[src/rtl/lsog_ram.sv]
// ----------------------------------------------------------------------------
// lsog_ram
// generic single write port, single read port ram with registered read
// ----------------------------------------------------------------------------
module lsog_ram #(
  parameter int WIDTH = 32,
  parameter int DEPTH = 32,
  localparam int AW = (DEPTH > 1) ? $clog2(DEPTH) : 1
) (
  input  logic             clk,
  input  logic             we,
  input  logic [AW-1:0]    waddr,
  input  logic [WIDTH-1:0] wdata,
  input  logic [AW-1:0]    raddr,
  output logic [WIDTH-1:0] rdata
);

  logic [WIDTH-1:0] mem [DEPTH];

  // write port
  always_ff @(posedge clk) begin
    if (we) begin
      mem[waddr] <= wdata;
    end
  end

  // registered read port
  always_ff @(posedge clk) begin
    rdata <= mem[raddr];
  end

endmodule

[config.mk]
export PLATFORM = sky130hd
export DESIGN_NAME = lsog_ram
export DESIGN_NICKNAME = d
export VERILOG_FILES = /design/src/rtl/lsog_ram.sv
export SDC_FILE = /design/constraint.sdc
export NUM_CORES = 1
export LEC_CHECK = 0
export BUFFER_PORTS_ARGS = -buffer_cell sky130_fd_sc_hd__buf_4
export CORE_MARGIN = 8
export CORE_UTILIZATION = 53
export DETAILED_ROUTE_END_ITERATION = 8
export PLACE_DENSITY = 0.74
export SYNTH_ARGS = -nofsm -noshare
export SYNTH_HDL_FRONTEND = slang
export SYNTH_SLANG_ARGS = --single-unit
[constraint.sdc]
create_clock -name clk -period 7.6 [get_ports clk]
set_input_delay 0 -clock clk [delete_from_list [all_inputs] [get_ports clk]]
set_output_delay 0 -clock clk [all_outputs]
set_load 0.01 [all_outputs]
# Word level (Yosys, flattened, before mapping)
# Memory sizes are Yosys's and may differ from the RTL's. A register that Yosys moved wholly into a read port is not among the register bits.
# Cells that the tools add are included.
# op_classes
muxes	2
# ops
op	count
two-way mux 1 bit	2
# totals
reg_bits	0
mem_bits_rw	1024
out_inout_bits	32
word_cells	3
in_bits	44
memories	1
# mem_list
memory	words	word_bits	read_ports	rd_ports_with_merged_regs	write_ports	line_no	source
mem	32	32	1	1	1	18	logic [WIDTH-1:0] mem [DEPTH];

# Depth between registers and ports, before layout
# logic_depth
depth_word	2
depth_mapped	8
mapped_depth_nobuf	5

# Worst setup path after synthesis
# Ideal clock, no wire load.
# synth_timing
path_kind	input port to flip-flop
from	in waddr[1]
to	mem mem[12][0], enable pin
required_ps	7179
setup_slack_ps	5166
n_path_buf	1
setup_time_ps	421
path_stages	3
t_arrival_ps	2013
path_cell_list	or3b_2 -> clkbuf_1 -> nor2_1
# synth_rtl
element	line_no	source
from (decl)	12	input logic [AW-1:0] waddr,
to (decl)	18	
# No word-level cell before the write port.

==> results.md <==
- Worst path slowest cell: sky130_fd_sc_hd__buf_4
- Number of antenna violations at the first check in global routing: 2
- Cell repeated most along the worst path: sky130_fd_sc_hd__buf_4
- Data arrival, critical path: 3.33 ns
- Adder-cell area share of the yosys netlist: 0%
- Simple-gate portion of the synthesized area: 3.100%
- CTS tree: built
- Number of global-route vias before repair: 20970
- Max_cap viols: 0
- Starting density of the core: 53.39%
- Nets: approximately 2400
- Number of failing setup endpoints in the final timing report: 0
- Final routed wire length divided by cell count: 27.62 µm
- Worst reg2reg path endpoint: rdata[19]
- Critical Path Fanout Max: 48
- Top_reg_cell synth: sky130_fd_sc_hd__edfxtp_1
- Drt first pass iters: 6
- Total track usage: 21.72%
- Class of the most critical hold timing path: in2reg
- Portion of the clock cycle consumed by the worst path in the final layout: 37.11%
- Type of origin of the critical path: input port
- Inserted Clock Buffers: 95
- Element type at the critical path end: flop
- Endpoints failing hold: 1
- Max frequency: 354.6 MHz
- Status: finished with violations
- Share of synthesized flip-flops with an asynchronous set or reset: 0%
- CTS hold repair buffers: 34
- RSZ-0062 raised after global routing: no
- Die footprint: 85490 µm²
- Final hold slack: -0.006116 ns
- WP data required: 8.11 ns
- Vias/cell: 6.163
- Area of the mapped netlist: roughly 40000 µm²
- Critical setup path kind: in2reg
- Origin of the critical flop-to-flop path: mem[7][19]
- DRC viols: 0
- Xor and xnor area share after synthesis: 0%
- Horizontal die dimension: 292.4 µm
- Quantity of I/O buffers inserted on ports: 75
- Via count: 21240
- Compound-Gate Fraction of Synth Area: 4.846%
- Layout overhead on the synthesized area: 12.72%
- LEAKAGE: between 15 and 20 nW
- Antenna viol nets, final: 0
- Min Tclk post-route: 2.820 ns
- Slew Limit Fails: 0
- Stage delay of the slowest cell on the critical path: about 0.74 ns
- Resized cells post-CTS: 0
- DRT iter0 DRCs: ~2400
- Average footprint of a synthesized cell: 17.91 µm²
- Worst min-delay path startpoint: raddr[1]
- Placeable core area: ~76000 µm²
- Total congestion overflow after global routing: 0
- Post-CTS setup repair buffer count: 0
- Count of clock tree sinks: roughly 1100
- Floorplan row count: around 100
- CTS H-tree lvls: 3
- Power per Cell Area: 261.0 nW/µm²
- Non-Filler Instances: around 3400
- Slew headroom: 19.71%
- Total Wirelength: approximately 95000 µm
- Worst reg2reg setup slack: about 6.3 ns
- Share of layout cells above drive strength 1: 12.33%
- Number of placed cells counting well taps: 3233
- Depth of the worst register-to-register path: 5
- Total half-perimeter wirelength after legalization and detailed placement: 46730 µm
- Sum of negative setup slack: 0 ns
- Post-Synthesis Net Count: between 2000 and 2500
- Clock slew seen by the registers of the worst setup and hold paths: 0.06 ns
- Cell depth of the worst min-delay path: 5
- Clock root buffer: sky130_fd_sc_hd__clkbuf_16
- Largest net degree at the start of global routing: around 130
- Sequential element share of the synthesized area: 77.54%
- Series of cell instances along the critical path: dlygate4sd3_1, buf_4, and2_4, buf_4, buf_4, a22o_1, nor3_1, a31oi_1, nand3_1
- Clk_lat worst skew: 0.65 ns
- Share of synthesized area spent on multiplexers: 12.66%
- Overall die height: a little under 300 µm
- Global-route wire length before repair: 137700 µm
- Synthesized flop and latch total: 1056
- Post-route clock skew: ~0.020 ns
- Placer's final routability congestion estimate: 0.7679
- Peak VDD IR: 164.8 µV
- Number of cells produced by synthesis: 2260
- Number of different library cells in the post-synthesis netlist: 25
- Longest Clk Path Bufs: 3
- I/O pin cnt: 76
- Pin slew with the least headroom to its limit: ~1.2 ns
- Combinational family with the most area after synthesis: multiplexers
- Number of flops mapped to enable cells by yosys: 1024
- Min-Delay Endpoint: rdata[17]
- Synthesis Warnings: 0
- Failing checks: hold timing
[per-layer routing]
metal | up-vias | wire [µm] | share of wire, % | global-route usage, %
met5 | - | 0 | 0 | 0
met2 | 1087 | 45130 | 47 | 34.78
li1 | 9227 | - | - | -
met3 | 189 | 9093 | 9.6 | 4.202
met1 | 10740 | 37730 | 40 | 29.65
met4 | 0 | 3239 | 3.4 | 8.183
[critical path, delay by kind of cell]
family	cells	cell delay, ns
AND/OR/NAND/NOR	3	0.65
AO/OA/AOI/OAI	2	0.47
buffers and inverters	4	2.07
[through the flow]
step	setup slack [ns]	utilization, %	cell area, µm²	hold WS [ns]	power [mW]
2_1_floorplan	5.166	-	40490	0.09887	6.963
3_3_place_gp	4.852	55.62	42170	0.3973	7.208
6_report	4.780	60.18	45630	-0.006116	11.91
4_1_cts	4.894	60.18	45630	0.006806	11.96
5_1_grt	4.700	60.18	45630	0.06780	12.22
3_5_place_dp	4.802	55.62	42170	0.3960	7.227
[final cells by class]
class	count	area (µm²)
flip-flops and latches	1056	31390
fillers	5298	30190
multi-input cells	1077	8610
clock buffers	128	2613
repair buffers	156	1289
well taps	978	1224
clock inverters	49	504.2
diodes	2	5.005
[sequential cells by signal, summed over array words and instances, names as in the netlist]
register	cells
rdata	32
mem	1024
[cell usage after synthesis, types with 26 or more instances]
library cell	instances	area, µm²
sky130_fd_sc_hd__edfxtp_1	1024	30750
sky130_fd_sc_hd__buf_2	26	130.1
sky130_fd_sc_hd__a22o_1	64	560.5
sky130_fd_sc_hd__a31oi_1	32	200.2
sky130_fd_sc_hd__a22oi_1	96	720.7
sky130_fd_sc_hd__nand3_1	98	490.5
sky130_fd_sc_hd__nand2_1	98	367.9
sky130_fd_sc_hd__dfxtp_1	32	640.6
sky130_fd_sc_hd__a21oi_1	96	480.5
sky130_fd_sc_hd__mux2i_1	512	5125
sky130_fd_sc_hd__nor3_1	32	160.2
sky130_fd_sc_hd__buf_4	33	247.7
sky130_fd_sc_hd__nor2_1	34	127.6
sky130_fd_sc_hd__clkbuf_1	46	172.7
[worst max-delay path by stage]
| stage | start | end | slack, ns |
|---|---|---|---|
| after detailed placement | raddr[1] | rdata[2] | 4.80 |
| after global routing | raddr[2] | rdata[1] | 4.70 |
| after floorplan | waddr[1] | mem[12][0] | 5.17 |
| final | raddr[2] | rdata[8] | 4.78 |
| after global placement | raddr[1] | rdata[10] | 4.85 |
| after CTS | raddr[2] | rdata[8] | 4.89 |
[layout by cell type (no fill, tap or decap), drive strengths merged, types with 2 or more instances in the layout]
| master | synthesis | final |
|---|---|---|
| a22oi | 96 | 96 |
| nand3 | 98 | 98 |
| a21oi | 96 | 96 |
| mux2i | 512 | 512 |
| a22o | 64 | 64 |
| edfxtp | 1024 | 1024 |
| nand2b | 2 | 2 |
| diode | 0 | 2 |
| nand3b | 5 | 5 |
| bufinv | 0 | 10 |
| nor2 | 34 | 34 |
| or3b | 3 | 3 |
| nand2 | 98 | 98 |
| clkinv | 0 | 34 |
| nor3 | 32 | 32 |
| clkinvlp | 0 | 2 |
| dfxtp | 32 | 32 |
| dlygate4sd3 | 0 | 34 |
| a31oi | 32 | 32 |
| clkbuf | 48 | 128 |
| buf | 79 | 122 |
| inv | 0 | 3 |
[where the power goes]
group          switching [mW]  internal [mW]
combinational           0.392          0.219
sequential             0.0392           6.47
clock                    2.04           2.75
total                    2.47           9.44
[logic make-up after synthesis]
group | count (synthesis)
muxes | 512
AOI/OAI and AO/OA | 288
and+or+nand+nor | 277
DFF | 1056
buffers and inverters | 127
No activity file was read; power rests on OpenSTA's default activity.
