## config.mk

```make
export PLATFORM = sky130hd
export DESIGN_NAME = lsog_mac
export DESIGN_NICKNAME = d
export VERILOG_FILES = /design/src/rtl/lsog_pkg.sv /design/src/rtl/lsog_mac.sv
export SDC_FILE = /design/constraint.sdc
export NUM_CORES = 2
export LEC_CHECK = 0
export BUFFER_PORTS_ARGS = -buffer_cell sky130_fd_sc_hd__clkbuf_2
export CORE_MARGIN = 8
export CORE_UTILIZATION = 51
export CTS_CLUSTER_DIAMETER = 30
export DETAILED_ROUTE_END_ITERATION = 10
export GPL_ROUTABILITY_DRIVEN = 0
export PLACE_DENSITY = 0.71
export SLEW_MARGIN = 20
export SYNTH_ARGS = -nofsm -noshare
export SYNTH_HDL_FRONTEND = slang
export SYNTH_SLANG_ARGS = --single-unit
```

## constraint.sdc

```tcl
create_clock -name clk -period 8.1 [get_ports clk]
set_clock_uncertainty 0.15 [all_clocks]
set_input_delay 0 -clock clk [delete_from_list [all_inputs] [get_ports clk]]
set_output_delay 0 -clock clk [all_outputs]
set_load 0.005 [all_outputs]
```

## src/rtl/lsog_pkg.sv

```systemverilog
// ----------------------------------------------------------------------------
// lsog_pkg
// shared types, codes and constants of the least-squares objective and
// gradient core
// ----------------------------------------------------------------------------
package lsog_pkg;

  // default store sizes
  localparam int LSOG_MAX_ROWS = 32;
  localparam int LSOG_MAX_COLS = 16;

  // fixed field widths
  localparam int DATA_W   = 32;
  localparam int RESULT_W = 64;
  localparam int ROW_W    = 5;
  localparam int COL_W    = 4;
  localparam int IDX_W    = 4;
  localparam int ROWS_CFG_W = 6;
  localparam int COLS_CFG_W = 5;
  localparam int MODE_W   = 2;

  // packed stream widths
  localparam int IN_DATA_W  = 48;
  localparam int OUT_DATA_W = 72;

  // reset values of the count registers
  localparam logic [ROWS_CFG_W-1:0] ROWS_CFG_RESET = 6'd32;
  localparam logic [COLS_CFG_W-1:0] COLS_CFG_RESET = 5'd16;

  // target scale to Q32.32, negated, and the residual rounding bias
  localparam logic signed [DATA_W-1:0] NEG_SCALE = -32'sd65536;
  localparam int ROUND_BIAS = 32768;

  // result kinds
  localparam logic KIND_OBJ  = 1'b0;
  localparam logic KIND_GRAD = 1'b1;

  // input beat modes
  typedef enum logic [MODE_W-1:0] {
    MODE_MAT  = 2'd0,
    MODE_TGT  = 2'd1,
    MODE_PT   = 2'd2,
    MODE_EVAL = 2'd3
  } mode_t;

  // configuration register indexes
  typedef enum logic [0:0] {
    CFG_ROWS = 1'b0,
    CFG_COLS = 1'b1
  } cfg_idx_t;

  // operand pairs of the shared multiplier
  typedef enum logic [1:0] {
    OP_MAT_PT    = 2'd0,
    OP_TGT_SCALE = 2'd1,
    OP_RES_SQ    = 2'd2,
    OP_RES_MAT   = 2'd3
  } opsel_t;

  // sequencer states
  typedef enum logic [3:0] {
    S_IDLE,
    S_RES_RD,
    S_RES_MUL,
    S_RES_ACC,
    S_TGT_RD,
    S_TGT_MUL,
    S_TGT_ACC,
    S_RND,
    S_SQ_MUL,
    S_SQ_ACC,
    S_OBJ_PUT,
    S_GRD_RD,
    S_GRD_MUL,
    S_GRD_ACC,
    S_GRD_PUT
  } lsog_state_t;

  // controls from the sequencer to the multiply-accumulate unit
  typedef struct packed {
    opsel_t op_sel;
    logic   mul_en;
    logic   acc_zero;
    logic   acc_round;
    logic   acc_en;
    logic   obj_clr;
    logic   obj_en;
    logic   res_en;
  } mac_ctl_t;

endpackage

```

## src/rtl/lsog_mac.sv

```systemverilog
// ----------------------------------------------------------------------------
// lsog_mac
// shared 32x32 multiplier with the row, objective and gradient accumulators
// and the rounding and saturation of their results
// ----------------------------------------------------------------------------
module lsog_mac
  import lsog_pkg::*;
#(
  parameter int ACC_W = 77
) (
  input  logic                       clk,
  input  mac_ctl_t                   ctl,
  input  logic signed [DATA_W-1:0]   mat_q,
  input  logic signed [DATA_W-1:0]   pt_q,
  input  logic signed [DATA_W-1:0]   tgt_q,
  input  logic signed [DATA_W-1:0]   rsd_q,
  output logic signed [DATA_W-1:0]   res_sat,
  output logic signed [RESULT_W-1:0] obj_sat,
  output logic signed [RESULT_W-1:0] grad_sat
);

  localparam logic signed [DATA_W-1:0]   S32_MAX = {1'b0, {(DATA_W-1){1'b1}}};
  localparam logic signed [DATA_W-1:0]   S32_MIN = {1'b1, {(DATA_W-1){1'b0}}};
  localparam logic signed [RESULT_W-1:0] S64_MAX = {1'b0, {(RESULT_W-1){1'b1}}};
  localparam logic signed [RESULT_W-1:0] S64_MIN = {1'b1, {(RESULT_W-1){1'b0}}};

  logic signed [DATA_W-1:0]   op_a;
  logic signed [DATA_W-1:0]   op_b;
  logic signed [2*DATA_W-1:0] prod_r;
  logic signed [ACC_W-1:0]    prod_ext;
  logic signed [ACC_W-1:0]    acc_r;
  logic signed [ACC_W-1:0]    obj_r;
  logic signed [DATA_W-1:0]   res_r;

  // operand select for the shared multiplier
  always_comb begin
    case (ctl.op_sel)
      OP_MAT_PT: begin
        op_a = mat_q;
        op_b = pt_q;
      end
      OP_TGT_SCALE: begin
        op_a = tgt_q;
        op_b = NEG_SCALE;
      end
      OP_RES_SQ: begin
        op_a = res_r;
        op_b = res_r;
      end
      OP_RES_MAT: begin
        op_a = rsd_q;
        op_b = mat_q;
      end
      default: begin
        op_a = mat_q;
        op_b = pt_q;
      end
    endcase
  end

  // product register
  always_ff @(posedge clk) begin
    if (ctl.mul_en) begin
      prod_r <= op_a * op_b;
    end
  end

  assign prod_ext = {{(ACC_W-2*DATA_W){prod_r[2*DATA_W-1]}}, prod_r};

  // row and gradient accumulator
  always_ff @(posedge clk) begin
    if (ctl.acc_zero) begin
      acc_r <= '0;
    end else if (ctl.acc_round) begin
      acc_r <= ACC_W'(ROUND_BIAS);
    end else if (ctl.acc_en) begin
      acc_r <= acc_r + prod_ext;
    end
  end

  // objective accumulator
  always_ff @(posedge clk) begin
    if (ctl.obj_clr) begin
      obj_r <= '0;
    end else if (ctl.obj_en) begin
      obj_r <= obj_r + prod_ext;
    end
  end

  // residual: drop 16 fraction bits, saturate to 32 bits
  always_comb begin
    if ((&acc_r[ACC_W-1:47]) || !(|acc_r[ACC_W-1:47])) begin
      res_sat = acc_r[47:16];
    end else if (acc_r[ACC_W-1]) begin
      res_sat = S32_MIN;
    end else begin
      res_sat = S32_MAX;
    end
  end

  // residual held for squaring
  always_ff @(posedge clk) begin
    if (ctl.res_en) begin
      res_r <= res_sat;
    end
  end

  // objective saturated to 64 bits
  always_comb begin
    if ((&obj_r[ACC_W-1:63]) || !(|obj_r[ACC_W-1:63])) begin
      obj_sat = obj_r[63:0];
    end else if (obj_r[ACC_W-1]) begin
      obj_sat = S64_MIN;
    end else begin
      obj_sat = S64_MAX;
    end
  end

  // doubled gradient sum saturated to 64 bits
  always_comb begin
    if ((&acc_r[ACC_W-1:62]) || !(|acc_r[ACC_W-1:62])) begin
      grad_sat = {acc_r[62:0], 1'b0};
    end else if (acc_r[ACC_W-1]) begin
      grad_sat = S64_MIN;
    end else begin
      grad_sat = S64_MAX;
    end
  end

endmodule

```

# --- Word level (Yosys, flattened, before mapping) ---
# Index checks and enable logic that the tools add are counted.
totals:
  word_cells: 36
  in_bits: 138
  register_bits: 250
  out_inout_bits: 160
classes:
  muxes: 10
  n_eq_ne: 3
  n_mul: 1
  reduce_logical: 15
  add_sub_neg: 2
ops:
  columns: ["cell", "n"]
  rows:
  - ["$mux W64", 4]
  - ["$pmux W32 S4", 2]
  - ["$add A77 B64 Y77", 2]
  - ["$mul A32 B32 Y64", 1]
  - ["$mux W32", 2]
  - ["$mux W16", 2]
  - ["$reduce_and A30 Y1", 1]
  - ["$reduce_or A30 Y1", 1]
  - ["$reduce_and A15 Y1", 1]
  - ["$reduce_or A15 Y1", 1]
  - ["$reduce_and A14 Y1", 1]
  - ["$reduce_or A14 Y1", 1]
  - ["$eq A2 B2 Y1 const B", 2]
  - ["$logic_not A1 Y1", 3]
  - ["$logic_or A1 B1 Y1", 3]
  - ["$eq A2 B1 Y1 const B", 1]
  - ["$logic_not A2 Y1", 1]
  - ["$reduce_bool A2 Y1", 1]
  - ["$reduce_or A2 Y1", 1]

# --- Depth between registers and ports, before layout ---
logic_depth:
  depth_word: 4
  mapped_depth: 36
  ltp_nobuf: 32

# --- Worst setup path before layout ---
# No wires, ideal clock.
synth_timing:
  path_kind: "input-to-reg"
  startpoint: "input ctl[7] (netlist name)"
  endpoint: "register prod_r[63], data pin"
  t_arrival_ns: 8.505
  cell_stages: 32
  path_buffers: 4
  setup_slack_ns: -0.815
  setup_ns: 0.260
  cell_sequence: "clkbuf_1 > clkbuf_1 > clkbuf_1 > nand2_1 > nand2_1 > a22o_1 > clkbuf_1 > nand2_1 > inv_1 > fa_1 > fa_1 > fa_1 > fa_1 > inv_1 > fa_1 > inv_1 > fa_1 > inv_1 > fa_1 > inv_1 > fa_1 > ha_1 > a21o_1 > a21o_1 > a21oi_1 > nand2_1 > a21oi_1 > o2111ai_1 > and2b_1 > a221o_1 > a21oi_1 > xnor2_1"
synth_between:
  elab_chain_cells: 3
synth_lines:
  columns: ["item", "line_no", "text"]
  rows:
  - ["from (decl)", "lsog_mac.sv:12", "input mac_ctl_t ctl,"]
  - ["$eq A2 B2 Y1 (tied with other cells)", "lsog_mac.sv:37", "case (ctl.op_sel)"]
  - ["$pmux W32 S4", "lsog_mac.sv:37", null]
  - ["$mul A32 B32 Y64 (*)", "lsog_mac.sv:64", "prod_r <= op_a * op_b;"]
  - ["to (signal assigned)", "lsog_mac.sv:64", null]
  - ["to (decl)", "lsog_mac.sv:29", "logic signed [2*DATA_W-1:0] prod_r;"]
# Mark *: on every way between the ends. The rest lies on a longest branch, timed or not.
# A chain may end at the register's enable or synchronous reset.

# --- Worst setup path after layout ---
layout_timing:
  startpoint: "register res_r[10]"
  endpoint: "register prod_r[61], data pin"
layout_between:
  elab_chain_cells: 2
layout_lines:
  columns: ["item", "line_no", "text"]
  rows:
  - ["from (decl)", "lsog_mac.sv:33", "logic signed [DATA_W-1:0] res_r;"]
  - ["from (signal assigned)", "lsog_mac.sv:104", "res_r <= res_sat;"]
  - ["$pmux W32 S4", "lsog_mac.sv:37", null]
  - ["$mul A32 B32 Y64 (*)", "lsog_mac.sv:64", null]
# Marked as above.

==> flow_metrics.tcl <==
set metrics [dict create \
    grt_pass1_vias 52800 \
    worst_slack_ns -0.626 \
    dieWidth_um 346 \
    ys_seq_area_share_pct 10.8 \
    crit_required_ns 8.29 \
    fin_setup_tns_ns -10.17 \
    cap_viol_max_count 0 \
    synth_nets 7927 \
    dp_hpwl_mm 173 \
    path_clk_slew_ns 0.06 \
    track_usage_pct 34.1 \
    pin_count 298 \
    wl_mm 208 \
    end_kind "register" \
    fin_crit_sh_pct 108 \
    yosys.area.top_type_share_pct 39.2 \
    min-delay-path-class "input port to register" \
    dr.pass1.iters 7 \
    setup_viol 27 \
    row_count 121 \
    num-nets-final 8758 \
    clkLatencyLatePin_ns 0.60 \
    worst_pin_slew_ns 1.08 \
    grt-ovfl-total 0 \
    drv_slew 0 \
    synth-seq-cells 250 \
    synth_ff_type "dfxtp_1" \
    initial_utilization_pct 51.2 \
    area_growth_pct 22.7 \
    die_h_um 346 \
    worstSetupPathType "register to register" \
    synth_edf_count 96 \
    synth.cell_area_um2 55400 \
    ant_nets 0 \
    synth_cells 6369 \
    cts_made_buffers 53 \
    maxSlewHeadroom_pct 28.0 \
    drtIter0Drc 5602 \
    cts_root_buffer "clkbuf_16" \
    yosysTopAreaCell "fa_1" \
    slowest_stage "edfxtp_1" \
    critPathMaxStageDelay_ns 0.59 \
    synth_area_leaders "fa_1 39%, ha_1 7.6%, inv_1 7.3%" \
    antenna_found_initial 9 \
    viasPerCell 5.85 \
    drive_gt1_share_pct 21.3 \
    yosysMostFrequentCell "fa_1" \
    portBuffers 297 \
    startpoint_type "register" \
    core_um2 108000 \
    hold_viol_final 0 \
    cts.sinks 250 \
    drc 0 \
    violations "setup timing" \
    hold_slack_ns 0.0281 \
    cts.path.max_buffers 3 \
    via_count 50700 \
    cts_tree "built" \
    avgSynthCellArea_um2 8.70 \
    fmax_ghz 0.115 \
    die-area_um2 119000 \
    crit_arrival_ns 8.92 \
    crit_top_cell "fa_1" \
    grt_pass1_wl_mm 314 \
    avgRoutedWirePerCell_um 24.0 \
    ys_top_cells_by_count "1,084 x fa_1, 1,081 x inv_1, 817 x nor2_1" \
    synth.distinct_cells 95 \
    period_needed_ns 8.73 \
    cts_max_level 2 \
    yosys_warnings 0 \
    async_flop_share_pct 0 \
    grt_max_degree 81 \
    fillers 8728 \
    grt_setup_unrepaired "true" \
    status "finished, violations left" \
    critPathMaxFanout 5 \
]
## metrics by stage
stage / utilization [%] / cell area (um^2) / std cells / worst slack (ns)
6_report: 62.8 / 68000 / 8666 / -0.626
3_3_place_gp: 58.9 / 63800 / 8450 / -0.821
4_1_cts: 62.4 / 67600 / 8646 / -0.418
3_5_place_dp: 58.9 / 63800 / 8451 / -0.921
2_1_floorplan: - / 55800 / 6369 / -0.118
5_1_grt: 62.8 / 67900 / 8661 / -0.776
## placed cells by master (no fill, tap or decap), types with 72 or more instances in the layout
| cell | count |
|---|---|
| edfxtp_1 | 96 |
| dfxtp_1 | 154 |
| fa_1 | 1017 |
| nor2_1 | 804 |
| o21ai_0 | 196 |
| xnor2_1 | 139 |
| mux2i_1 | 130 |
| ha_1 | 315 |
| nand2_1 | 657 |
| a21o_1 | 165 |
| inv_1 | 1063 |
| clkbuf_2 | 292 |
| buf_12 | 72 |
| buf_4 | 646 |
| a21oi_1 | 243 |
## registers in the layout (all words and copies together) (netlist names)
| signal | flops |
|---|---|
| prod_r | 64 |
| res_r | 32 |
| acc_r | 77 |
| obj_r | 77 |
## logic make-up after synthesis
logic type,after synthesis,share of synthesized area (%)
mux,165,3.06
compound gates,1044,12.2
flops,250,10.8
fa+ha+maj,1420,46.8
buf+inv,1401,9.53
xor+xnor,203,3.21
simple gates,1886,14.4
## final timing paths
path	start	to	slack (ns)	cells past startpoint
worst min register to register	acc_r[73]$_SDFFE_PP0P_	acc_r[73]$_SDFFE_PP0P_	0.33	2
worst max-delay path	res_r[10]$_DFFE_PP_	prod_r[61]$_DFFE_PP_	-0.63	31
worst min-delay path	ctl[0]	res_r[5]$_DFFE_PP_	0.03	1
worst max register to register	res_r[10]$_DFFE_PP_	prod_r[61]$_DFFE_PP_	-0.63	31
## routing by layer
| layer | track usage [%] | wire (um) | vias to the layer above |
|---|---|---|---|
| met5 | 0 | 24 | - |
| met4 | 18.5 | 14700 | 4 |
| met1 | 41.2 | 74600 | 24500 |
| met2 | 50.8 | 86600 | 3501 |
| li1 | - | - | 21800 |
| met3 | 15.5 | 32000 | 794 |
## critical path, delay by kind of cell, from the launching register on
| kind | cells | cell delay [ns] |
|---|---|---|
| adder cells (fa/ha/maj) | 9 | 4.23 |
| AO/OA/AOI/OAI | 10 | 1.84 |
| AND/OR/NAND/NOR | 5 | 0.89 |
| buffers and inverters | 6 | 0.65 |
| flip-flops | 1 | 0.59 |
| XOR/XNOR | 1 | 0.09 |
## final cells by class
type                    instances  area [um^2]  area share (%)
flip-flops and latches        250         5970            8.78
diodes                          8         20.0          0.0295
multi-input cells            4718        45500            67.0
clock inverters                35          427           0.628
clock buffers                  64         1490            2.20
repair buffers               1094         8720            12.8
well taps                    1414         1770            2.60
inverters                    1083         4070            5.98
## what timing repair did
| item | CTS | global route |
|---|---|---|
| buffers inserted | 94 | 20 |
| resized for setup | 289 | 64 |
| endpoints found under the hold margin | 159 | 0 |
| cloned | 1 | 0 |
| hold buffers | 8 | 0 |
| endpoints found under the setup margin | 31 | 34 |
| pin swaps | 179 | 71 |
Power is left out: the tool's default activity adds up to more than one toggle a clock period on the data nets, which glitch-free logic cannot reach.
