==> src/rtl/lsog_pkg.sv <==
// ----------------------------------------------------------------------------
// lsog_pkg
// shared types, codes and constants of the least-squares objective and
// gradient core
// ----------------------------------------------------------------------------
package lsog_pkg;

  // default store sizes
  localparam int LSOG_MAX_ROWS = 32;
  localparam int LSOG_MAX_COLS = 16;

  // fixed field widths
  localparam int DATA_W   = 32;
  localparam int RESULT_W = 64;
  localparam int ROW_W    = 5;
  localparam int COL_W    = 4;
  localparam int IDX_W    = 4;
  localparam int ROWS_CFG_W = 6;
  localparam int COLS_CFG_W = 5;
  localparam int MODE_W   = 2;

  // packed stream widths
  localparam int IN_DATA_W  = 48;
  localparam int OUT_DATA_W = 72;

  // reset values of the count registers
  localparam logic [ROWS_CFG_W-1:0] ROWS_CFG_RESET = 6'd32;
  localparam logic [COLS_CFG_W-1:0] COLS_CFG_RESET = 5'd16;

  // target scale to Q32.32, negated, and the residual rounding bias
  localparam logic signed [DATA_W-1:0] NEG_SCALE = -32'sd65536;
  localparam int ROUND_BIAS = 32768;

  // result kinds
  localparam logic KIND_OBJ  = 1'b0;
  localparam logic KIND_GRAD = 1'b1;

  // input beat modes
  typedef enum logic [MODE_W-1:0] {
    MODE_MAT  = 2'd0,
    MODE_TGT  = 2'd1,
    MODE_PT   = 2'd2,
    MODE_EVAL = 2'd3
  } mode_t;

  // configuration register indexes
  typedef enum logic [0:0] {
    CFG_ROWS = 1'b0,
    CFG_COLS = 1'b1
  } cfg_idx_t;

  // operand pairs of the shared multiplier
  typedef enum logic [1:0] {
    OP_MAT_PT    = 2'd0,
    OP_TGT_SCALE = 2'd1,
    OP_RES_SQ    = 2'd2,
    OP_RES_MAT   = 2'd3
  } opsel_t;

  // sequencer states
  typedef enum logic [3:0] {
    S_IDLE,
    S_RES_RD,
    S_RES_MUL,
    S_RES_ACC,
    S_TGT_RD,
    S_TGT_MUL,
    S_TGT_ACC,
    S_RND,
    S_SQ_MUL,
    S_SQ_ACC,
    S_OBJ_PUT,
    S_GRD_RD,
    S_GRD_MUL,
    S_GRD_ACC,
    S_GRD_PUT
  } lsog_state_t;

  // controls from the sequencer to the multiply-accumulate unit
  typedef struct packed {
    opsel_t op_sel;
    logic   mul_en;
    logic   acc_zero;
    logic   acc_round;
    logic   acc_en;
    logic   obj_clr;
    logic   obj_en;
    logic   res_en;
  } mac_ctl_t;

endpackage

==> src/rtl/lsog_ctrl.sv <==
// ----------------------------------------------------------------------------
// lsog_ctrl
// sequencer: store writes for load beats, row and column walk of an
// evaluate beat, multiply-accumulate controls and the result register
// ----------------------------------------------------------------------------
module lsog_ctrl
  import lsog_pkg::*;
#(
  parameter int MAX_ROWS = LSOG_MAX_ROWS,
  parameter int MAX_COLS = LSOG_MAX_COLS,
  localparam int RIW = (MAX_ROWS > 1) ? $clog2(MAX_ROWS) : 1,
  localparam int CIW = (MAX_COLS > 1) ? $clog2(MAX_COLS) : 1,
  localparam int MAW = (MAX_ROWS * MAX_COLS > 1) ? $clog2(MAX_ROWS * MAX_COLS) : 1
) (
  input  logic                  clk,
  input  logic                  rst_n,
  // input beats
  input  logic                  in_tvalid,
  output logic                  in_tready,
  input  mode_t                 in_mode,
  input  logic [ROW_W-1:0]      in_row,
  input  logic [COL_W-1:0]      in_col,
  // counts
  input  logic [ROWS_CFG_W-1:0] rows_cfg,
  input  logic [COLS_CFG_W-1:0] cols_cfg,
  // store ports
  output logic                  mat_we,
  output logic [MAW-1:0]        mat_waddr,
  output logic [MAW-1:0]        mat_raddr,
  output logic                  tgt_we,
  output logic [RIW-1:0]        tgt_waddr,
  output logic                  pt_we,
  output logic [CIW-1:0]        pt_waddr,
  output logic                  rsd_we,
  output logic [RIW-1:0]        row_addr,
  output logic [CIW-1:0]        col_addr,
  // multiply-accumulate unit
  output mac_ctl_t              mac_ctl,
  input  logic [RESULT_W-1:0]   obj_sat,
  input  logic [RESULT_W-1:0]   grad_sat,
  // result beats
  output logic                  out_tvalid,
  input  logic                  out_tready,
  output logic                  out_kind,
  output logic [IDX_W-1:0]      out_index,
  output logic [RESULT_W-1:0]   out_value,
  output logic                  out_last
);

  lsog_state_t state_r, state_nxt;

  logic [RIW-1:0] i_r, i_nxt;
  logic [CIW-1:0] j_r, j_nxt;
  logic [RIW-1:0] rows_last_r, rows_last_nxt;
  logic [CIW-1:0] cols_last_r, cols_last_nxt;
  logic [RIW-1:0] rows_last;
  logic [CIW-1:0] cols_last;

  logic                out_valid_r, out_valid_nxt;
  logic                out_kind_r, out_kind_nxt;
  logic [IDX_W-1:0]    out_index_r, out_index_nxt;
  logic [RESULT_W-1:0] out_value_r, out_value_nxt;
  logic                out_last_r, out_last_nxt;

  logic in_accept;
  logic out_free;
  logic row_end;
  logic col_end;
  logic row_ok;
  logic col_ok;

  assign in_tready = (state_r == S_IDLE);
  assign in_accept = in_tvalid && in_tready;
  assign out_free  = !out_valid_r || out_tready;
  assign row_end   = (i_r == rows_last_r);
  assign col_end   = (j_r == cols_last_r);
  assign row_ok    = (int'(in_row) < MAX_ROWS);
  assign col_ok    = (int'(in_col) < MAX_COLS);

  // clamp the counts to 1 .. max, kept as last index
  always_comb begin
    if (rows_cfg == '0) begin
      rows_last = '0;
    end else if (int'(rows_cfg) > MAX_ROWS) begin
      rows_last = RIW'(MAX_ROWS - 1);
    end else begin
      rows_last = RIW'(int'(rows_cfg) - 1);
    end
    if (cols_cfg == '0) begin
      cols_last = '0;
    end else if (int'(cols_cfg) > MAX_COLS) begin
      cols_last = CIW'(MAX_COLS - 1);
    end else begin
      cols_last = CIW'(int'(cols_cfg) - 1);
    end
  end

  // store addresses
  assign mat_waddr = MAW'(int'(in_row) * MAX_COLS + int'(in_col));
  assign mat_raddr = MAW'(int'(i_r) * MAX_COLS + int'(j_r));
  assign tgt_waddr = RIW'(in_row);
  assign pt_waddr  = CIW'(in_col);
  assign row_addr  = i_r;
  assign col_addr  = j_r;

  // next state
  always_comb begin
    state_nxt = state_r;
    unique case (state_r)
      S_IDLE:    if (in_accept && in_mode == MODE_EVAL) state_nxt = S_RES_RD;
      S_RES_RD:  state_nxt = S_RES_MUL;
      S_RES_MUL: state_nxt = S_RES_ACC;
      S_RES_ACC: state_nxt = col_end ? S_TGT_RD : S_RES_RD;
      S_TGT_RD:  state_nxt = S_TGT_MUL;
      S_TGT_MUL: state_nxt = S_TGT_ACC;
      S_TGT_ACC: state_nxt = S_RND;
      S_RND:     state_nxt = S_SQ_MUL;
      S_SQ_MUL:  state_nxt = S_SQ_ACC;
      S_SQ_ACC:  state_nxt = row_end ? S_OBJ_PUT : S_RES_RD;
      S_OBJ_PUT: if (out_free) state_nxt = S_GRD_RD;
      S_GRD_RD:  state_nxt = S_GRD_MUL;
      S_GRD_MUL: state_nxt = S_GRD_ACC;
      S_GRD_ACC: state_nxt = row_end ? S_GRD_PUT : S_GRD_RD;
      S_GRD_PUT: if (out_free) state_nxt = col_end ? S_IDLE : S_GRD_RD;
      default:   state_nxt = S_IDLE;
    endcase
  end

  // outputs, counters and result register
  always_comb begin
    mac_ctl       = '0;
    mac_ctl.op_sel = OP_MAT_PT;
    mat_we        = 1'b0;
    tgt_we        = 1'b0;
    pt_we         = 1'b0;
    rsd_we        = 1'b0;
    i_nxt         = i_r;
    j_nxt         = j_r;
    rows_last_nxt = rows_last_r;
    cols_last_nxt = cols_last_r;
    out_valid_nxt = out_valid_r && !out_tready;
    out_kind_nxt  = out_kind_r;
    out_index_nxt = out_index_r;
    out_value_nxt = out_value_r;
    out_last_nxt  = out_last_r;
    unique case (state_r)
      S_IDLE: begin
        if (in_accept) begin
          unique case (in_mode)
            MODE_MAT: mat_we = row_ok && col_ok;
            MODE_TGT: tgt_we = row_ok;
            MODE_PT:  pt_we  = col_ok;
            MODE_EVAL: begin
              rows_last_nxt     = rows_last;
              cols_last_nxt     = cols_last;
              i_nxt             = '0;
              j_nxt             = '0;
              mac_ctl.acc_round = 1'b1;
              mac_ctl.obj_clr   = 1'b1;
            end
            default: ;
          endcase
        end
      end
      S_RES_MUL: begin
        mac_ctl.op_sel = OP_MAT_PT;
        mac_ctl.mul_en = 1'b1;
      end
      S_RES_ACC: begin
        mac_ctl.acc_en = 1'b1;
        j_nxt = col_end ? '0 : j_r + 1'b1;
      end
      S_TGT_MUL: begin
        mac_ctl.op_sel = OP_TGT_SCALE;
        mac_ctl.mul_en = 1'b1;
      end
      S_TGT_ACC: mac_ctl.acc_en = 1'b1;
      S_RND: begin
        mac_ctl.res_en = 1'b1;
        rsd_we         = 1'b1;
      end
      S_SQ_MUL: begin
        mac_ctl.op_sel = OP_RES_SQ;
        mac_ctl.mul_en = 1'b1;
      end
      S_SQ_ACC: begin
        mac_ctl.obj_en = 1'b1;
        if (!row_end) begin
          i_nxt             = i_r + 1'b1;
          mac_ctl.acc_round = 1'b1;
        end
      end
      S_OBJ_PUT: begin
        if (out_free) begin
          out_valid_nxt    = 1'b1;
          out_kind_nxt     = KIND_OBJ;
          out_index_nxt    = '0;
          out_value_nxt    = obj_sat;
          out_last_nxt     = 1'b0;
          mac_ctl.acc_zero = 1'b1;
          i_nxt            = '0;
          j_nxt            = '0;
        end
      end
      S_GRD_MUL: begin
        mac_ctl.op_sel = OP_RES_MAT;
        mac_ctl.mul_en = 1'b1;
      end
      S_GRD_ACC: begin
        mac_ctl.acc_en = 1'b1;
        if (!row_end) begin
          i_nxt = i_r + 1'b1;
        end
      end
      S_GRD_PUT: begin
        if (out_free) begin
          out_valid_nxt    = 1'b1;
          out_kind_nxt     = KIND_GRAD;
          out_index_nxt    = IDX_W'(j_r);
          out_value_nxt    = grad_sat;
          out_last_nxt     = col_end;
          mac_ctl.acc_zero = 1'b1;
          i_nxt            = '0;
          if (!col_end) begin
            j_nxt = j_r + 1'b1;
          end
        end
      end
      default: ;
    endcase
  end

  // control registers
  always_ff @(posedge clk) begin
    if (!rst_n) begin
      state_r     <= S_IDLE;
      i_r         <= '0;
      j_r         <= '0;
      rows_last_r <= '0;
      cols_last_r <= '0;
      out_valid_r <= 1'b0;
    end else begin
      state_r     <= state_nxt;
      i_r         <= i_nxt;
      j_r         <= j_nxt;
      rows_last_r <= rows_last_nxt;
      cols_last_r <= cols_last_nxt;
      out_valid_r <= out_valid_nxt;
    end
  end

  // result payload
  always_ff @(posedge clk) begin
    out_kind_r  <= out_kind_nxt;
    out_index_r <= out_index_nxt;
    out_value_r <= out_value_nxt;
    out_last_r  <= out_last_nxt;
  end

  assign out_tvalid = out_valid_r;
  assign out_kind   = out_kind_r;
  assign out_index  = out_index_r;
  assign out_value  = out_value_r;
  assign out_last   = out_last_r;

`ifndef SYNTH
  // a result beat only appears from one of the two put states
  a_valid_src: assert property (@(posedge clk) disable iff (!rst_n)
    $rose(out_valid_r) |-> ($past(state_r) == S_OBJ_PUT || $past(state_r) == S_GRD_PUT))
    else $error("result beat raised outside a put state");

  // the last beat of a run is always a gradient component
  a_last_grad: assert property (@(posedge clk) disable iff (!rst_n)
    (out_valid_r && out_last_r) |-> (out_kind_r == KIND_GRAD))
    else $error("last marked on objective beat");

  // leaving the final put loads a last-marked beat and returns to idle
  a_run_end: assert property (@(posedge clk) disable iff (!rst_n)
    (state_r == S_GRD_PUT && out_free && col_end) |=>
      (out_valid_r && out_last_r && state_r == S_IDLE))
    else $error("run ended without last beat");

  // the walk never passes the latched row and column counts
  a_row_bound: assert property (@(posedge clk) disable iff (!rst_n)
    (state_r != S_IDLE) |-> (i_r <= rows_last_r && j_r <= cols_last_r))
    else $error("row or column index beyond count");
`endif

endmodule

==> config.mk <==
export PLATFORM = sky130hd
export DESIGN_NAME = lsog_ctrl
export DESIGN_NICKNAME = d
export VERILOG_FILES = /design/src/rtl/lsog_pkg.sv /design/src/rtl/lsog_ctrl.sv
export SDC_FILE = /design/constraint.sdc
export NUM_CORES = 1
export LEC_CHECK = 0
export BUFFER_PORTS_ARGS = -buffer_cell sky130_fd_sc_hd__buf_2
export CAP_MARGIN = 20
export CORE_MARGIN = 3
export CORE_UTILIZATION = 43
export DETAILED_ROUTE_END_ITERATION = 12
export GPL_TIMING_DRIVEN = 0
export PLACE_DENSITY = 0.78
export SETUP_SLACK_MARGIN = 0.4
export SYNTH_ARGS = -nofsm -noshare
export SYNTH_HDL_FRONTEND = slang
export SYNTH_SLANG_ARGS = --single-unit
==> constraint.sdc <==
create_clock -name clk -period 12.88 [get_ports clk]
set_input_delay 1.288 -clock clk [delete_from_list [all_inputs] [get_ports clk]]
set_output_delay 1.288 -clock clk [all_outputs]
set_load 0.02 [all_outputs]
### Word level (Yosys, flattened, before mapping)

Index checks and enable logic that the tools add are counted.

| word-level totals | value |
|---|---|
| register bits | 93 |
| input bits | 154 |

| operators by class | value |
|---|---|
| magnitude comparators | 2 |
| add/sub/neg operators | 6 |
| eq/ne operators | 27 |
| reduce and logical (&&, ||, !) cells | 21 |
| mux-type cells | 56 |

Operators with widths:

| operator | number |
|---|---|
| $mux W64 | 2 |
| $pmux W64 S2 | 1 |
| $pmux W4 S15 | 1 |
| $mux W4 | 14 |
| $mux W5 | 6 |
| $eq A4 B4 Y1 const B | 7 |
| $mux W1 | 23 |
| $add A9 B4 Y9 | 2 |
| $eq A4 B3 Y1 const B | 4 |
| $pmux W4 S4 | 1 |
| $pmux W5 S3 | 1 |
| $pmux W3 S4 | 1 |
| $reduce_and A3 Y1 | 3 |
| $eq A4 B2 Y1 const B | 2 |
| $ne A2 B1 Y1 const B | 4 |
| $ne A2 B2 Y1 const B | 4 |
| $pmux W4 S2 | 1 |
| $gt A6 B6 Y1 const B | 1 |
| $logic_not A6 Y1 | 1 |
| $mux W3 | 2 |
| $pmux W1 S2 | 3 |
| $reduce_and A6 Y1 | 1 |
| $add A5 B1 Y5 const B | 1 |
| $eq A5 B5 Y1 | 1 |
| 20 further kinds | 25 |

### Logic depth before layout (Yosys ltp)

Gate-level depths: netlist (run 1).

| depth | value |
|---|---|
| word-level depth | 5 |
| gate-level depth with buffers | 9 |
| mapped depth without buffers | 7 |

### Least setup slack after synthesis (run 1)

Ideal clock, no wire load.

| path | value |
|---|---|
| kind | in2reg |
| from | in out_tready |
| to | reg out_index_r[0] (netlist: out_index[0]), enable pin |
| path slack | 8.100 ns |
| required time | 12.381 ns |
| cell stages on the path | 2 |
| data arrival time | 4.281 ns |
| library setup time | 0.499 ns |
| cells stage by stage | nor2b_1 nor2_1 |

| on the way | value |
|---|---|
| cells in the longest elaborated chain, start to end | 3 |
| elaborated cells between the ends (all ways) | 4 |
| classes of those cells | eq/ne (2); reduce/logical (2) |

Ends and longest elaborated chain:

| what | line | source |
|---|---|---|
| start, declared | lsog_ctrl.sv:43 | `input logic out_tready,` |
| $logic_or A1 B1 Y1 (*) | lsog_ctrl.sv:74 | `assign out_free = !out_valid_r \|\| out_tready;` |
| $ne A2 B2 Y1 (no line) | -- |  |
| $reduce_and A3 Y1 (no line) (*) | -- |  |
| end signal, assigned | lsog_ctrl.sv:255 | `out_index_r <= out_index_nxt;` |
| end, declared | lsog_ctrl.sv:61 | `logic [IDX_W-1:0] out_index_r, out_index_nxt;` |

Every way passes the cells marked *; elsewhere a longest branch is shown, timed or not.
A chain may end at the register's enable or synchronous reset.

==> results of run 1 <==
## kinds of logic after synthesis
logic type	after synthesis	share of synthesized area
buffers and inverters	66	0.0757
AND/OR/NAND/NOR	282	0.253
AO/OA/AOI/OAI	60	0.0866
multiplexers	4	0.00856
flip-flops	93	0.531
adder cells (fa/ha/maj)	8	0.0192
XOR/XNOR	14	0.0254
## state kept, by name, indices dropped and copies added (netlist names)
| signal | cells |
|---|---|
| col_addr | 4 |
| cols_last_r | 4 |
| out_index | 4 |
| out_kind | 1 |
| out_last | 1 |
| out_tvalid | 1 |
| out_value | 64 |
| row_addr | 5 |
| rows_last_r | 5 |
| state_r | 4 |
## worst min-delay path: cells and delay by family, from the launching register on
| kind | cells | cell delay, ns |
|---|---|---|
| flip-flops | 1 | 0.33 |
| AND/OR/NAND/NOR | 1 | 0.06 |
| AO/OA/AOI/OAI | 1 | 0.06 |
## metrics by stage
| step | area [µm²] | utilization | total power, W |
|---|---|---|---|
| global placement | 6320 | 0.581 | 0.000403 |
| finish | 6570 | 0.604 | 0.000619 |
| floorplan | 4820 | - | 0.000371 |
| detailed placement | 6350 | 0.583 | 0.000406 |
| CTS | 6570 | 0.604 | 0.000623 |
| global route | 6570 | 0.604 | 0.000644 |
## power by group through the flow
stage | clock (W) | combinational, W | sequential, W
2_1_floorplan | 0 | 0.0000396 | 0.000331
3_3_place_gp | 0 | 0.0000719 | 0.000331
3_5_place_dp | 0 | 0.0000744 | 0.000331
4_1_cts | 0.000223 | 0.0000749 | 0.000325
5_1_grt | 0.000237 | 0.0000831 | 0.000325
6_report | 0.000220 | 0.0000752 | 0.000324
## placed cells by master (no fill, tap or decap), types with 4 or more instances in the layout
master / count
sky130_fd_sc_hd__a211oi_1: 5
sky130_fd_sc_hd__a21oi_1: 14
sky130_fd_sc_hd__and2_1: 4
sky130_fd_sc_hd__buf_1: 4
sky130_fd_sc_hd__buf_2: 269
sky130_fd_sc_hd__buf_4: 28
sky130_fd_sc_hd__clkbuf_1: 17
sky130_fd_sc_hd__clkbuf_8: 9
sky130_fd_sc_hd__dfxtp_1: 23
sky130_fd_sc_hd__edfxtp_1: 70
sky130_fd_sc_hd__ha_1: 5
sky130_fd_sc_hd__inv_1: 11
sky130_fd_sc_hd__nand2_1: 206
sky130_fd_sc_hd__nand2b_1: 7
sky130_fd_sc_hd__nand3_1: 11
sky130_fd_sc_hd__nand3b_1: 5
sky130_fd_sc_hd__nor2_1: 19
sky130_fd_sc_hd__nor3_1: 5
sky130_fd_sc_hd__nor3b_1: 4
sky130_fd_sc_hd__o21ai_0: 10
sky130_fd_sc_hd__or3_1: 5
sky130_fd_sc_hd__xnor2_1: 7
sky130_fd_sc_hd__xor2_1: 7
## area by class of cell
| type | instances | area (µm²) | area share |
|---|---|---|---|
| buffer | 54 | 320 | 0.0487 |
| clock buffer | 9 | 124 | 0.0188 |
| clock inverter | 7 | 97.6 | 0.0148 |
| inverter | 12 | 45.0 | 0.00685 |
| multi-input combinational | 368 | 1900 | 0.289 |
| sequential | 93 | 2560 | 0.390 |
| tap | 140 | 175 | 0.0266 |
| timing repair buffer | 266 | 1350 | 0.205 |
## worst max path at each step
stage | startpoint | end | slack (ns)
after floorplan | out_tready | out_index[0] | 8.10
after global placement | out_tready | out_value[38] | 6.83
after detailed placement | in_mode[0] | mac_ctl[2] | 9.09
after CTS | in_mode[0] | mac_ctl[2] | 9.08
after global routing | in_mode[0] | mac_ctl[2] | 9.00
final | in_mode[0] | mac_ctl[2] | 9.09
## metal layers
| layer | part of all wire | wire, µm | track usage |
|---|---|---|---|
| met1 | 0.40 | 5790 | 0.275 |
| met2 | 0.49 | 7190 | 0.372 |
| met3 | 0.078 | 1130 | 0.0402 |
| met4 | 0.029 | 415 | 0.0965 |
| met5 | 0 | 0 | 0 |
==> impl_metrics.toml, run 1 <==
[status]
outcome = "completed"

[clock_network]
post_cts_buffers = 0
clock_root_buffer_master = "sky130_fd_sc_hd__clkbuf_8"
tritoncts = "done"
clock_insertion_delay_worst_skew_ns = 0.36
clock_tree.buffer_depth = 2
worst_setup_hold_path_clk_slew_ns = 0.10
cts_resized = 0
clock-sinks = 93
hold_buffers = 0
cts_buffer_count = 9
htree_num_levels = 3

[pwr]
max-vdd-ir-drop_mv = 0.0465
share_comb_of_total_power = 0.121
p_leak_nw = 3.22
swShare = 0.241
internal_dissipation_w = 0.000470
p_per_area_nw_per_um2 = 94.2
sequential_fraction_of_design_power = 0.524
clock_power_share = 0.355
p_switching_w = 0.000149

[placed_design]
dp_worst_setup_slack_ns = 9.09
numPortBuffers = 265
gp_routability_congestion = 0.926
place_inst = 933
dp_hpwl_um = 11600

[finish]
fillers = 957
area_added_between_synthesis_and_finish_pct = 36.3
insertedDiodeCount = 0
non_filler_cells_in_the_finished_layout = 949
finalNetCount = 963
layout-drive-gt1-share = 0.399

[detailed_routing]
drtAntennaViolNets = 0
post_drt_via_cell_ratio = 4.95
drt_iter0_markers = 322
first_pass_iters = 5
routed-via-count = 4695
route.detailed.wl_per_inst_um = 15.3
remaining_drc_errors = 0
drt-total-wl_um = 14500

[sta]
finalSetupViolations = 0
final.min_clock_period_ns = 3.79
timing.fmax_mhz = 264
worst_slew_margin_rel = 0.351
hold_viol_final = 0
hold_ws_ns = 0.484
clock_skew_ns = 0.0113
timing_max_transition_violations_final = 0
rsz_0062_raised_after_global_routing = "false"
min_period_over_period = 0.294
tightestPinTransition_ns = 0.972
fin_ws_ns = 9.09
setup-tns-final_ns = 0

[worst_setup_path]
setup.worst_path.class = "in2out"
reg2reg_to = "col_addr[2]"
rr_startpoint = "state_r[0]"
cp.arrival_ns = 2.50
worst-path-stages = 6
slowest_delay_ns = 0.24
worstSetupStartpointType = "primary input"
reg2reg_setup_slack_ns = 10.59
critical_path.top_delay_family = "buffers and inverters"
slowest_stage = "sky130_fd_sc_hd__inv_1"
crit_top_cell = "sky130_fd_sc_hd__buf_2"
worst-r2r-cell-count = 6
cp.buffers_inverters = 4
timing.critical_path.fanout_max = 10
worstPathCellList = "buf_2 > and2_1 > nand3_1 > inv_1 > buf_2 > buf_2"
worstSetupEndpointType = "primary output"
cp_data_required_time_ns = 11.59

[synthesis]
ys_top_cells_by_area = "sky130_fd_sc_hd__edfxtp_1 (44%), sky130_fd_sc_hd__nand2_1 (16%), sky130_fd_sc_hd__dfxtp_1 (9.5%)"
synth_seq_cells = 93
synth.top_cells.by_count = "sky130_fd_sc_hd__nand2_1 (206), sky130_fd_sc_hd__edfxtp_1 (70), sky130_fd_sc_hd__buf_4 (28)"
post_synth_instance_area_um2 = 4820
synth_nets = 686
synth_async_sr_flop_share = 0
synth_largest_type_area_fraction = 0.436
dominantRegCellSynth = "sky130_fd_sc_hd__edfxtp_1"
synth-warning-count = 0
synthesis.instances = 527
yosysUniqueCellTypes = 60
biggest_area_consumer_among_synthesized_cells = "sky130_fd_sc_hd__edfxtp_1"
seq_area_frac_synth = 0.531
number_of_flops_mapped_to_enable_cells_by_yosys = 70
yosys.cell_count.top_type = "sky130_fd_sc_hd__nand2_1"
post_synthesis_average_cell_area_um2 = 9.15

[grt]
grt_antenna_before_repair = 0
grt_pass1_vias = 4376
wire_length_of_the_first_global_routing_pass_um = 22200
grt.total_usage = 0.220
grt_start_max_net_pins = 38
global_route_total_overflow = 0

[hold_path]
worst_hold_startpoint = "rows_last_r[4]"
min_path_cells = 2
worst_hold_path.endpoint = "rows_last_r[4]"
hold_class = "reg2reg"

[flow_run]
maxCapViolCount = 0

[floorplanning]
core_area_um2 = 10900
floorplan.rows = 38
chipHeight_um = 112
die-width_um = 112
initial_core_util = 0.443
num_io_pins = 275
floorplan.die_area_um2 = 12500
Note: power is estimated with default switching activity, not from simulation.
==> run 2: changes to the inputs <==
- clock period: 12.88 -> 3.5 ns (I/O delays scaled with it)
==> run 2 against run 1 <==
  * Final cell count is 0.11% higher
  * First-iteration DRC count is 8.7% lower
  * Non-clock buffer count is 1 higher
  * Clock skew is 0.0011 ns lower
  * Total power grew to 3.5 times the previous value
  * Sequential power grew to 3.7 times the previous value
  * Register-to-register slack worse by 9.4 ns
  * Routed wire length is 2.7% lower
  * Sequential share of layout area hardly changed
  * Worst setup slack worse by 8.2 ns
  * Count of clock-buffer cells in the layout stayed put
==> impl_metrics.toml, run 2 (same netlist as run 1, synthesis figures left out) <==
[grt]
grt_pass1_vias = 4476
wire_length_of_the_first_global_routing_pass_um = 21800
grt_start_max_net_pins = 30
grt.total_usage = 0.214
global_route_total_overflow = 0
grt_antenna_before_repair = 0

[detailed_routing]
drtAntennaViolNets = 0
first_pass_iters = 4
post_drt_via_cell_ratio = 4.98
route.detailed.wl_per_inst_um = 14.9
drt_iter0_markers = 294
drt-total-wl_um = 14100
remaining_drc_errors = 0
routed-via-count = 4728

[pwr]
max-vdd-ir-drop_mv = 0.167
p_per_area_nw_per_um2 = 329
p_leak_nw = 3.22

[clock_network]
post_cts_buffers = 0
htree_num_levels = 3
clock_insertion_delay_worst_skew_ns = 0.36
hold_buffers = 0
clock_tree.buffer_depth = 2
cts_resized = 0
clock-sinks = 93
worst_setup_hold_path_clk_slew_ns = 0.11
tritoncts = "done"
clock_root_buffer_master = "sky130_fd_sc_hd__clkbuf_8"
cts_buffer_count = 9

[finish]
layout.cell_area.non_filler_um2 = 6570
finalNetCount = 964
number_of_flip_flops_in_the_largest_register = 64
layout-drive-gt1-share = 0.400
insertedDiodeCount = 0
leading_cell_type_in_the_layout_fill_and_taps_excluded = "sky130_fd_sc_hd__buf_2"
mostFrequentLayoutCells = "sky130_fd_sc_hd__buf_2 (269), sky130_fd_sc_hd__nand2_1 (206), sky130_fd_sc_hd__edfxtp_1 (70)"
non_filler_cells_in_the_finished_layout = 950
fillers = 957
area_added_between_synthesis_and_finish_pct = 36.1

[floorplanning]
die-width_um = 112
floorplan.rows = 38
chipHeight_um = 112
core_area_um2 = 10900
initial_core_util = 0.443
num_io_pins = 275
floorplan.die_area_um2 = 12500

[worst_setup_path]
worstSetupStartpointType = "flop"
slowest_stage = "sky130_fd_sc_hd__nor4_4"
timing.critical_path.fanout_max = 10
worstSetupEndpointType = "primary output"
worstPathCellList = "buf_6 > nor4_4 > nand3_1 > inv_1 > buf_2 > buf_2"
reg2reg_setup_slack_ns = 1.15
cp.arrival_ns = 2.25
crit_top_cell = "sky130_fd_sc_hd__buf_2"
slowest_delay_ns = 0.44
cp_data_required_time_ns = 3.15
setup.worst_path.class = "reg2out"

[sta]
final.min_clock_period_ns = 2.60
hold_viol_final = 0
clock_skew_ns = 0.0102
timing.fmax_mhz = 385
finalSetupViolations = 0
tightestPinTransition_ns = 0.747
worst_slew_margin_rel = 0.498
timing_max_transition_violations_final = 0
fin_ws_ns = 0.900
rsz_0062_raised_after_global_routing = "false"
min_period_over_period = 0.743

[placed_design]
place_inst = 934
numPortBuffers = 265
postPlaceCellArea_um2 = 6380
dp_worst_setup_slack_ns = 1.24
dp_hpwl_um = 11300
gp_routability_congestion = 1.00

[hold_path]
hold_class = "in2reg"

[flow_run]
maxCapViolCount = 0

[status]
outcome = "completed"
==> run 2: cell types whose count changed in the layout (fill, tap and decap cells not counted), sizes merged <==
cell      before  now
bufinv         2    0
inv           14   16
clkinv         2    3
buf          303  304
clkinvlp       1    0
==> run 2: routing by layer <==
metal	wire (µm)	vias to the layer above	GRT usage
li1	-	2315	-
met1	5830	2182	0.265
met2	7130	205	0.379
met3	900	26	0.0310
met4	276	0	0.0738
met5	0	-	0
==> run 2: power breakdown <==
part | leakage, nW | switching (W) | internal, W
logic | 2.30 | 0.000142 | 0.000134
registers | 0.817 | 0.00000591 | 0.00119
clock network | 0.0980 | 0.000413 | 0.000275
==> run 2: path summary, 6_finish.rpt <==
path / end / start / cells after the start
worst max register to register: col_addr[2] / state_r[0] / 6
worst max-delay path: mac_ctl[2] / state_r[3] / 6
worst min register to register: cols_last_r[3] / cols_last_r[3] / 2
worst min-delay path: out_value[44] / grad_sat[44] / 3
==> run 2: critical path: cells and delay by family, from the launching register on <==
kind          cells  cell delay [ns]
buf+inv           4             0.81
simple gates      2             0.75
flops             1             0.32
==> run 2: layout make-up <==
| cell class | instances | area, µm² | share of cell area |
|---|---|---|---|
| Clock inverter | 7 | 62.6 | 0.00953 |
| Clock buffer | 9 | 124 | 0.0189 |
| Inverter | 12 | 45.0 | 0.00686 |
| Sequential cell | 93 | 2560 | 0.390 |
| Buffer | 54 | 320 | 0.0488 |
| Tap cell | 140 | 175 | 0.0267 |
| Timing Repair Buffer | 267 | 1370 | 0.209 |
| Multi-Input combinational cell | 368 | 1900 | 0.290 |
==> run 2: through the flow <==
step           setup TNS [ns]  hold WS [ns]  power (W)   util
2_1_floorplan               0         0.448    0.00136      -
3_5_place_dp                0         0.475    0.00149  0.586
5_1_grt                     0         0.235    0.00224  0.603
3_3_place_gp           -15.69         0.460    0.00148  0.581
6_report                    0         0.240    0.00216  0.603
4_1_cts                     0         0.227    0.00217  0.603
